[src/rcfd_pkg.sv]
// shared types, constants and the crc byte step for the frame deframer
package rcfd_pkg;

  localparam int FRAME_BYTES = 24;
  localparam int CRC_BYTES   = FRAME_BYTES - 2;
  localparam int FILL_W      = $clog2(FRAME_BYTES + 1);
  localparam int CNT_W       = $clog2(FRAME_BYTES);

  localparam logic [7:0]  SYNC_FIRST   = 8'h5A;
  localparam logic [7:0]  SYNC_SECOND  = 8'hA5;
  localparam logic [7:0]  VERSION_CODE = 8'h01;
  localparam logic [7:0]  LENGTH_CODE  = 8'd24;
  localparam logic [15:0] CRC_INIT     = 16'hFFFF;
  localparam logic [15:0] CRC_POLY     = 16'hA001;

  typedef struct packed {
    logic [7:0] rx_byte;
  } in_item_t;

  typedef struct packed {
    logic [15:0]        sequence_res;
    logic [31:0]        tick_ms;
    logic signed [15:0] left_x;
    logic signed [15:0] left_y;
    logic signed [15:0] right_x;
    logic signed [15:0] right_y;
    logic [7:0]         switch_left;
    logic [7:0]         switch_right;
    logic [15:0]        spare_word;
    logic [31:0]        reject_count;
    logic [31:0]        discard_count;
  } out_item_t;

  typedef struct packed {
    logic load;
    logic shift;
  } cell_ctrl_t;

  typedef struct packed {
    logic init;
    logic update;
  } crc_ctrl_t;

  typedef enum logic [1:0] {
    ST_IDLE,
    ST_SCAN,
    ST_CRC,
    ST_DONE
  } state_t;

  // one byte of crc-16/modbus, lsb first
  function automatic logic [15:0] crc_byte(input logic [15:0] crc, input logic [7:0] data);
    logic [15:0] c;
    c = crc ^ {8'h00, data};
    for (int b = 0; b < 8; b++) begin
      c = c[0] ? ((c >> 1) ^ CRC_POLY) : (c >> 1);
    end
    return c;
  endfunction

endpackage

[src/rcfd_cell.sv]
// one byte cell of the window chain: load a received byte or take the neighbor's byte
module rcfd_cell (
  input  logic                  clk,
  input  rcfd_pkg::cell_ctrl_t  ctrl,
  input  logic [7:0]            load_byte,
  input  logic [7:0]            next_byte,
  output logic [7:0]            q
);

  always_ff @(posedge clk) begin
    if (ctrl.load) begin
      q <= load_byte;
    end else if (ctrl.shift) begin
      q <= next_byte;
    end
  end

endmodule

[config.mk]
export PLATFORM = sky130hd
export DESIGN_NAME = rcfd_cell
export DESIGN_NICKNAME = d
export VERILOG_FILES = /design/src/rcfd_pkg.sv /design/src/rcfd_cell.sv
export SDC_FILE = /design/constraint.sdc
export NUM_CORES = 1
export LEC_CHECK = 0
export BUFFER_PORTS_ARGS = -buffer_cell sky130_fd_sc_hd__buf_4
export CAP_MARGIN = 20
export CORE_AREA = 2 2 39 41
export DETAILED_ROUTE_END_ITERATION = 8
export DIE_AREA = 0 0 41 43
export RECOVER_POWER = 100
export SLEW_MARGIN = 30
export SYNTH_ARGS = -nofsm -noshare
export SYNTH_HDL_FRONTEND = slang
export SYNTH_SLANG_ARGS = --single-unit
[constraint.sdc]
create_clock -name clk -period 1.6 [get_ports clk]
set_clock_uncertainty 0.2 [all_clocks]
set_input_delay 0.24 -clock clk [delete_from_list [all_inputs] [get_ports clk]]
set_output_delay 0.24 -clock clk [all_outputs]
set_load 0.01 [all_outputs]
# Yosys cells after proc, flatten, opt, wreduce, memory -nomap -nowiden
# Cells that the tools add are included.
[totals] input_bits=19 elab_cells=4 reg_bits=8 output_inout_bits=8
[op_classes] n_mux=2 n_reduce_logical=1
[op_table] operator="two-way mux 8 bit" n=2
[op_table] operator="nonzero test 2 bit" n=1

# Logic depth before layout (Yosys ltp)
[logic_depth] word_depth=2 mapped_depth=2 mapped_depth_nobuf=1

# Least setup slack after synthesis
# Ideal clock, no wire load.
[synth_timing] path_type="input to register" start="input ctrl[1] (netlist bit)" end="register q[0] (enable)" slack_ns=0.426 cell_stages=2 n_path_buf=1 arrival_time_ns=0.691 t_required_ns=1.117 setup_ns=0.283 path_cell_list="buf_6 -> or2_1"
[synth_between] elab_chain_len=1
[synth_lines] element="start: declaration" line_no="rcfd_cell.sv:4" rtl="input rcfd_pkg::cell_ctrl_t ctrl,"
[synth_lines] element="nonzero test 2 bit (no source line)"
[synth_lines] element="end signal: assignment" line_no="rcfd_cell.sv:12" rtl="q <= load_byte;"
[synth_lines] element="end signal: assignment" line_no="rcfd_cell.sv:14" rtl="q <= next_byte;"
[synth_lines] element="end: declaration" line_no="rcfd_cell.sv:7" rtl="output logic [7:0] q"
# Every way passes these cells.
# A chain may end at the register's enable or synchronous reset.

# Final worst setup path
[layout_timing] start="register q[2]" end="output q[2]"
# No word-level cell between the ends.

==> results.sh <==
export IMPL_p_total_mw=0.490
export IMPL_cp_required_ps=1160
export IMPL_die_area_um2=1760
export IMPL_drv_cap=0
export IMPL_clk_pin_slew_ps=50
export IMPL_viasPerCell=4.32
export IMPL_finalSetupViolations=0
export IMPL_hp_class="in2reg"
export IMPL_pre_cts_ws_ps=328
export IMPL_ctsResizeCount=0
export IMPL_core_area_um2=1380
export IMPL_numCtsBuffers=3
export IMPL_synth_common_cells="edfxtp_1, mux2_4, buf_6, or2_1"
export IMPL_p_switching_mw=0.0990
export IMPL_p_int_mw=0.391
export IMPL_remaining_drc_errors=0
export IMPL_outcome="complete, no violations"
export IMPL_grt_pass1_wl_um=1000
export IMPL_drive_gt1_share_pct=47.8
export IMPL_min_delay_start="next_byte[0]"
export IMPL_switching_share_pct=20.2
export IMPL_grt_usage_pct=9.41
export IMPL_path_buf_inv=1
export IMPL_drv_slew=0
export IMPL_ys_seq_area_share_pct=63.6
export IMPL_critical_path_cell_chain="clkbuf_1"
export IMPL_first_pass_iters=4
export IMPL_ios=27
export IMPL_hold_depth=2
export IMPL_num_vias=268
export IMPL_die_h_um=43
export IMPL_utilization_pct=39.6
export IMPL_fmax_mhz=851
export IMPL_area_delta_synth_final_pct=45.0
export IMPL_syn_avg_cell_area_um2=21.0
export IMPL_initial_core_util_pct=27.3
export IMPL_async_flop_share_pct=0
export IMPL_clockBufferDepth=2
export IMPL_cts_tree="done"
export IMPL_period_share_pct=73.5
export IMPL_antenna_found_initial=0
export IMPL_pwr_share_seq_pct=53.7
export IMPL_hold_viol=0
export IMPL_ys_ff_latch=8
export IMPL_fin_cells=62
export IMPL_cts_hold_fix_buffers=0
export IMPL_fin_nets=67
export IMPL_power_density_nw_per_um2=895
export IMPL_final_area_um2=548
export IMPL_post_cts_buffers=0
export IMPL_n_antenna_cell=0
export IMPL_grt_max_degree=10
export IMPL_placed_cell_area_um2=582
export IMPL_path_class="reg2out"
export IMPL_dp_cells=59
export IMPL_synthFlopType="edfxtp_1"
export IMPL_cp_end_kind="output pin"
export IMPL_ir_drop_v=0.000298
export IMPL_row_count=14
export IMPL_critPathMaxStageDelay_ps=360
export IMPL_cp_top_family="flip-flops"
export IMPL_worst_slew_pin_slew_ps=498
export IMPL_start_kind="register"
export IMPL_worstPathMaxFanout=1
export IMPL_grt_overflow_total=0
export IMPL_place_congestion=0.715
export IMPL_netlist_instances=18
export IMPL_cts_root_buf="clkbuf_4"
export IMPL_min_period_ps=1180
export IMPL_worstHoldEndpoint="q[0]"
export IMPL_yosysWarnings=0
export IMPL_die_w_um=41
export IMPL_htree_levels=1
export IMPL_synth_area_top_cells="edfxtp_1, mux2_4, buf_6"
export IMPL_synth_distinct_cells=4
export IMPL_p_leak_nw=0.229
export IMPL_worst_slack_ps=424
export IMPL_setup_tns_ps=0
export IMPL_first_iter_violations=9
export IMPL_netlist_area_um2=378
export IMPL_top_regs="q (8)"
export IMPL_finalWirelength_um=681
export IMPL_cts_sinks=8
export IMPL_critical_path_arrival_ps=740
export IMPL_yosysTopAreaCell="edfxtp_1"
export IMPL_grt_pass1_vias=270
export IMPL_rsz0062_at_grt="false"
export IMPL_io_buffer_count=26
export IMPL_p_clk_share_pct=29.0
export IMPL_synth_nets=37
export IMPL_top_register="q"
export IMPL_largest_reg_flops=8
export IMPL_synth_top_cell_area_share_pct=63.6
export IMPL_synth_edf_count=8
export IMPL_comb_power_share_pct=17.3
export IMPL_hold_slack_ps=80.4
export IMPL_wl_per_cell_um=11.0
export IMPL_maxSlewHeadroom_pct=66.8
export IMPL_ant_nets=0
export IMPL_cpMaxStageDelayCell="edfxtp_1"
-- layout by cell type, fill, tap and decap left out, drive strengths merged --
| cell type | netlist | final |
|---|---|---|
| buf | 1 | 18 |
| clkbuf | 0 | 11 |
| edfxtp | 8 | 8 |
| mux2 | 8 | 8 |
| or2 | 1 | 1 |
-- cell families (layout without fill, tap and decap cells) --
| family | Yosys count | in the layout | synth area share (%) |
|---|---|---|---|
| multiplexers | 8 | 8 | 31.8 |
| flip-flops | 8 | 8 | 63.6 |
| AND/OR/NAND/NOR | 1 | 1 | 1.66 |
| buffers and inverters | 1 | 29 | 2.98 |
-- cell type report --
type | count | area, um^2
clock buffers | 3 | 22.5
fillers | 136 | 836
multi-input cells | 9 | 100
flip-flops and latches | 8 | 240
well taps | 16 | 20.0
repair buffers | 26 | 165
-- worst max path at each step --
stage | endpoint | startpoint | cells past startpoint | slack (ps)
finish | q[2] | q[2] | 1 | 420
floorplan | q[0] | ctrl[1] | 2 | 430
detailed placement | q[0] | ctrl[1] | 2 | 330
global placement | q[0] | ctrl[1] | 2 | 360
CTS | q[2] | q[2] | 1 | 390
global route | q[5] | q[5] | 1 | 380
-- power by group through the flow --
stage	Combinational, mW	Sequential (mW)	Clock, mW
floorplan	0.0362	0.281	0
global placement	0.115	0.267	0
detailed placement	0.116	0.268	0
CTS	0.116	0.264	0.147
global route	0.0930	0.264	0.161
finish	0.0846	0.263	0.142
-- layer usage --
layer  GRT usage, %  part of all wire [%]  up-vias
met5              0                     0        -
met3           3.14                    11        2
met4           12.0                   1.6        0
li1               -                     -      125
met1           9.22                    36      125
met2           12.8                    52       16
(Power assumes the default switching activity.)
