**config.mk**
```make
export PLATFORM = sky130hd
export DESIGN_NAME = rcfd_crc
export DESIGN_NICKNAME = d
export VERILOG_FILES = /design/src/rcfd_pkg.sv /design/src/rcfd_crc.sv
export SDC_FILE = /design/constraint.sdc
export NUM_CORES = 1
export LEC_CHECK = 0
export ABC_AREA = 1
export BUFFER_PORTS_ARGS = -buffer_cell sky130_fd_sc_hd__buf_2
export CAP_MARGIN = 20
export CORE_UTILIZATION = 40
export DETAILED_ROUTE_END_ITERATION = 7
export GPL_TIMING_DRIVEN = 0
export PLACE_DENSITY = 0.76
export SETUP_SLACK_MARGIN = 0.02
export SLEW_MARGIN = 30
export SYNTH_ARGS = -nofsm -noshare
export SYNTH_HDL_FRONTEND = slang
export SYNTH_SLANG_ARGS = --single-unit
```
**constraint.sdc**
```tcl
create_clock -name clk -period 1.2 [get_ports clk]
set_input_delay 0.24 -clock clk [delete_from_list [all_inputs] [get_ports clk]]
set_output_delay 0.24 -clock clk [all_outputs]
set_load 0.005 [all_outputs]
```
**src/rcfd_pkg.sv**
```systemverilog
// shared types, constants and the crc byte step for the frame deframer
package rcfd_pkg;

  localparam int FRAME_BYTES = 24;
  localparam int CRC_BYTES   = FRAME_BYTES - 2;
  localparam int FILL_W      = $clog2(FRAME_BYTES + 1);
  localparam int CNT_W       = $clog2(FRAME_BYTES);

  localparam logic [7:0]  SYNC_FIRST   = 8'h5A;
  localparam logic [7:0]  SYNC_SECOND  = 8'hA5;
  localparam logic [7:0]  VERSION_CODE = 8'h01;
  localparam logic [7:0]  LENGTH_CODE  = 8'd24;
  localparam logic [15:0] CRC_INIT     = 16'hFFFF;
  localparam logic [15:0] CRC_POLY     = 16'hA001;

  typedef struct packed {
    logic [7:0] rx_byte;
  } in_item_t;

  typedef struct packed {
    logic [15:0]        sequence_res;
    logic [31:0]        tick_ms;
    logic signed [15:0] left_x;
    logic signed [15:0] left_y;
    logic signed [15:0] right_x;
    logic signed [15:0] right_y;
    logic [7:0]         switch_left;
    logic [7:0]         switch_right;
    logic [15:0]        spare_word;
    logic [31:0]        reject_count;
    logic [31:0]        discard_count;
  } out_item_t;

  typedef struct packed {
    logic load;
    logic shift;
  } cell_ctrl_t;

  typedef struct packed {
    logic init;
    logic update;
  } crc_ctrl_t;

  typedef enum logic [1:0] {
    ST_IDLE,
    ST_SCAN,
    ST_CRC,
    ST_DONE
  } state_t;

  // one byte of crc-16/modbus, lsb first
  function automatic logic [15:0] crc_byte(input logic [15:0] crc, input logic [7:0] data);
    logic [15:0] c;
    c = crc ^ {8'h00, data};
    for (int b = 0; b < 8; b++) begin
      c = c[0] ? ((c >> 1) ^ CRC_POLY) : (c >> 1);
    end
    return c;
  endfunction

endpackage

```
**src/rcfd_crc.sv**
```systemverilog
// byte-serial crc-16/modbus accumulator
module rcfd_crc (
  input  logic                 clk,
  input  rcfd_pkg::crc_ctrl_t  ctrl,
  input  logic [7:0]           data,
  output logic [15:0]          crc
);

  always_ff @(posedge clk) begin
    if (ctrl.init) begin
      crc <= rcfd_pkg::CRC_INIT;
    end else if (ctrl.update) begin
      crc <= rcfd_pkg::crc_byte(crc, data);
    end
  end

endmodule

```
# Yosys cells after proc, flatten, opt, wreduce, memory -nomap -nowiden
# Index checks and enable logic that the tools add are counted.
# W data, S select, Z words.
# totals
register_bits	16
in_bits	11
out_inout_bits	16
wordCells	18
# classes
n_mux	8
bitwise	9
# ops
cell	count
$mux W16	8
$not A2 Y3	8
$xor A16 B8 Y16	1

# Depth between registers and ports, before layout
# depth
word_depth	17
ltp_mapped	14
ltp_nobuf	14

# Worst setup path after synthesis
# No wires, ideal clock.
# synth_timing
path_type	flip-flop to flip-flop
startpoint	register crc[4]
endpoint	register crc[0]
setup_ns	0.115
arrival_ns	1.198
required_time_ns	1.085
slack_ns	-0.113
stages_incl_launch_ff	14
path_buffers	0
period_less_slack_ns	1.313
path_cell_list	dfxtp_1 > inv_1 > nand2_2 > nand2_1 > nand2_2 > nand2_2 > nand2_2 > inv_2 > nor2_2 > nand2_2 > nand3_1 > nand3_2 > nand3_2 > nand2_2
# synth_via
elab_chain_len	10
# synth_rtl
item	line	source
start, declared	rcfd_crc.sv:6	output logic [15:0] crc
start signal, assigned	rcfd_crc.sv:11	crc <= rcfd_pkg::CRC_INIT;
start signal, assigned	rcfd_crc.sv:13	crc <= rcfd_pkg::crc_byte(crc, data);
$xor A16 B8 Y16 (*)	rcfd_pkg.sv:54	c = crc ^ {8'h00, data};
$mux W16 (*) (3 in a row)	rcfd_pkg.sv:56	c = c[0] ? ((c >> 1) ^ CRC_POLY) : (c >> 1);
$not A2 Y3 (no line)	n/a	
$mux W16 (*) (5 in a row)	rcfd_pkg.sv:56	
# Mark *: on every way between the ends. The rest lies on a longest branch, timed or not.
# A chain may end at the register's enable or synchronous reset.

# Final worst setup path
# layout_timing
startpoint	register crc[5]
endpoint	register crc[0]
# layout_via
elab_chain_len	10
# layout_rtl
item	line
$xor A16 B8 Y16 (*)	rcfd_pkg.sv:54
$mux W16 (*) (4 in a row)	rcfd_pkg.sv:56
$not A2 Y3 (no line)	n/a
$mux W16 (*) (4 in a row)	rcfd_pkg.sv:56
# Marks and branches as above.

==> impl_results.md <==
* DR pass1 iterations at 4
* FF+latch count, synth at 16
* CP dominant cell by count: nand2_2
* Worst path cell trace: inv_2 > nand2_2 > nand2_2 > nand2_2 > nand2_2 > nand2_2 > inv_2 > nor2_4 > nand2_4 > nand2_4 > nand2_2 > nand3_2 > nand3_2 > nand2_2
* Iteration-0 DRC Markers at 31
* Hold Crit Class: in2reg
* Most frequent cells in the layout: nand2_1 (30), nand2_2 (29), buf_2 (25), a21oi_1 (15), o21ai_0 (14)
* Outcome: finished, violations left
* Gpl congestion at 0.7848
* Routed wire per std cell at about 12 um
* Die area at 2733 sq um
* Final hold viol count at 0
* Register area at 335.3 sq um
* WL final at 2578 um
* Fin. max-slew vios at 0
* Slew HR at 78.01%
* Layout cell share with drive strength beyond 1 at 53.37%
* Synthesized area at 1011 sq um
* Starting density of the core at approximately 44%
* Antenna Nets Post-Route at 0
* Num rows at 17
* Dominant cells by area after synthesis: dfxtp_1 (32%), nand2_1 (17%), nand2_2 (11%)
* Pin count of the biggest net entering global routing at 11
* Filler cells at 224
* Design Area, Final at 1389 sq um
* Antenna cells at 0
* Critical path fanouts, max at 4
* Synthesized Nets at 164
* Leak pwr at 0.0007245 uW
* Worst Path Buf+Inv at 2
* Longest Clk Path Bufs at 2
* Port Buf Inserts at 25
* Worst R2R Start: crc[5]
* Post-route worst setup slack at -0.1785 ns
* Fin nets at 205
* Slowest CP cell: dfxtp_2
* IO Pins at 27
* Reg2Reg Depth at 14
* Clock-pin slew on the worst setup and hold paths at approximately 0.10 ns
* Dpl ws at -0.2096 ns
* Multi-input logic area at 648.1 sq um
* Maximum vdd drop at 0.0006533 V
* DP HPWL at 1803 um
* Die X at about 52 um
* Overflow left after global routing at 0
* TritonCTS clock tree: done
* Yosys warns at 0
* Largest Register: crc
* Critical R2R Capture: crc[0]
* Share of the synthesized area in the top cell type at 31.68%
* Placed Instances at 206
* Htree depth at 1
* Clk_lat worst skew at 0.30 ns
* Sequential area share after synthesis at 31.68%
* Least-Margin Pin Slew at 0.3283 ns
* Max-Cap Viols at 0
* First-pass GRT wire length at 4043 um
* RSZ-0062 raised after global routing: true
* Final cycle utilization of the critical path at 114.9%
* Setup_tns at -0.4845 ns
* CP arrival at around 1.6 ns
* Min-Delay Endpoint: crc[5]
* Distinct cells, synth at 18
* CTS buffer count at 3
* Syn Inst Count at 153
* Max Freq at 0.7254 GHz
* Max incr delay on CP at 0.35 ns
* Number of remaining DRC errors at 0
* CTS Sinks at 16
* Worst setup SP type: flop
* Area growth syn-to-layout at 37.38%
* CTS Hold Buffers Added at 0
* Crit. End Element: flop
* Die height at 52.28 um
* Post-DR vias/cell at 5.063
* Average size of a mapped cell at around 6.6 sq um
* Placed cell areas at 1194 sq um
* Gr usage total at 19.96%
* Largest registers: crc x16
* Vias in the first global route at 975
* Post-route clock skew at 0.004842 ns
* Tmin final at ~1.4 ns
* Commonest non-fill, non-tap cell in the layout: nand2_1
* Worst reg-to-reg setup slack at -0.18 ns
* Synth area leader: dfxtp_1
* WHS Path Cells at 3
* CTS root buf: clkbuf_4
* Max FFs per register at 16
* Power per cell area at 1180 nW/um^2
* Final setup viols at 3
* Layout Cells excl Fill at ~220
* HP Start: ctrl[1]
* CP delay by family, top: simple AND/OR/NAND/NOR gates
* Core box area at 2297 sq um
* Final Total Pwr at approximately 1600 uW
* Total number of vias at 1,119
* Crit path kind: reg2reg
* CP Data Required Time at approximately 1.4 ns
* Initial antenna violation count at 0
* Failing checks: setup timing
==> area by class of cell <==
class	count	share of cell area, %
buffer	4	3.514
clock buffer	4	2.613
timing repair buffer	36	14.95
sequential	16	24.14
multi-input combinational	113	46.67
tap	28	2.523
inverter	20	5.586
==> how the worst max path moves through the flow <==
stage                  end  startpoint  cells after the start
floorplan           crc[0]      crc[1]                     14
detailed placement  crc[0]     data[2]                     15
finish              crc[0]      crc[5]                     14
global placement    crc[0]     data[2]                     15
global route        crc[0]      crc[2]                     13
CTS                 crc[0]      crc[6]                     14
==> metal layers <==
metal / vias to the layer above / track usage (%) / part of all wire [%]
met5: - / 0 / 0
met4: 0 / 7.895 / 1.6
met3: 5 / 2.899 / 6.0
met2: 38 / 35.47 / 51
met1: 512 / 23.86 / 42
li1: 564 / - / -
==> Yosys cell counts (all sizes together) <==
cell type / n
nand2: 62
inv: 20
a21oi: 16
dfxtp: 16
o21ai: 15
nand3: 10
nor2: 5
xnor2: 3
clkbuf: 2
buf: 1
clkdlybuf4s15: 1
o211ai: 1
xor2: 1
==> worst register-to-register path: stages (launching register included) <==
cell and delay (ns):
dfxtp_2 0.35, inv_2 0.08, nand2_2 0.05, nand2_2 0.09
nand2_2 0.06, nand2_2 0.09, nand2_2 0.07, inv_2 0.07
nor2_4 0.04, nand2_4 0.08, nand2_4 0.06, nand2_2 0.08
nand3_2 0.06, nand3_2 0.06, nand2_2 0.04
==> cells by family (layout without fill, tap and decap cells) <==
| group | after synthesis | count (layout) | share of synthesized area [%] |
|---|---|---|---|
| xor gates and xnor gates | 4 | 4 | 4.209 |
| AOI/OAI and AO/OA | 32 | 32 | 16.09 |
| and+or+nand+nor | 77 | 77 | 35.77 |
| DFF | 16 | 16 | 31.68 |
| buffers and inverters | 24 | 64 | 12.25 |
==> report_power, final <==
group          internal [uW]  total (uW)  switching, uW
clock network            185         376            190
logic                    276         628            352
registers                584         635           50.5
==> stage by stage <==
step / hold WS [ns] / util (%)
floorplan: 0.3396 / -
global placement: 0.4737 / 51.96
detailed placement: 0.4796 / 51.96
CTS: 0.2458 / 56.81
global route: 0.2614 / 60.46
finish: 0.2460 / 60.46
==> timing repair <==
action,in CTS,in global routing
pin swaps,13,19
resized for setup,9,16
setup endpoints to repair,3,4
setup buffers,7,4
Note: power is estimated with default switching activity, not from simulation.
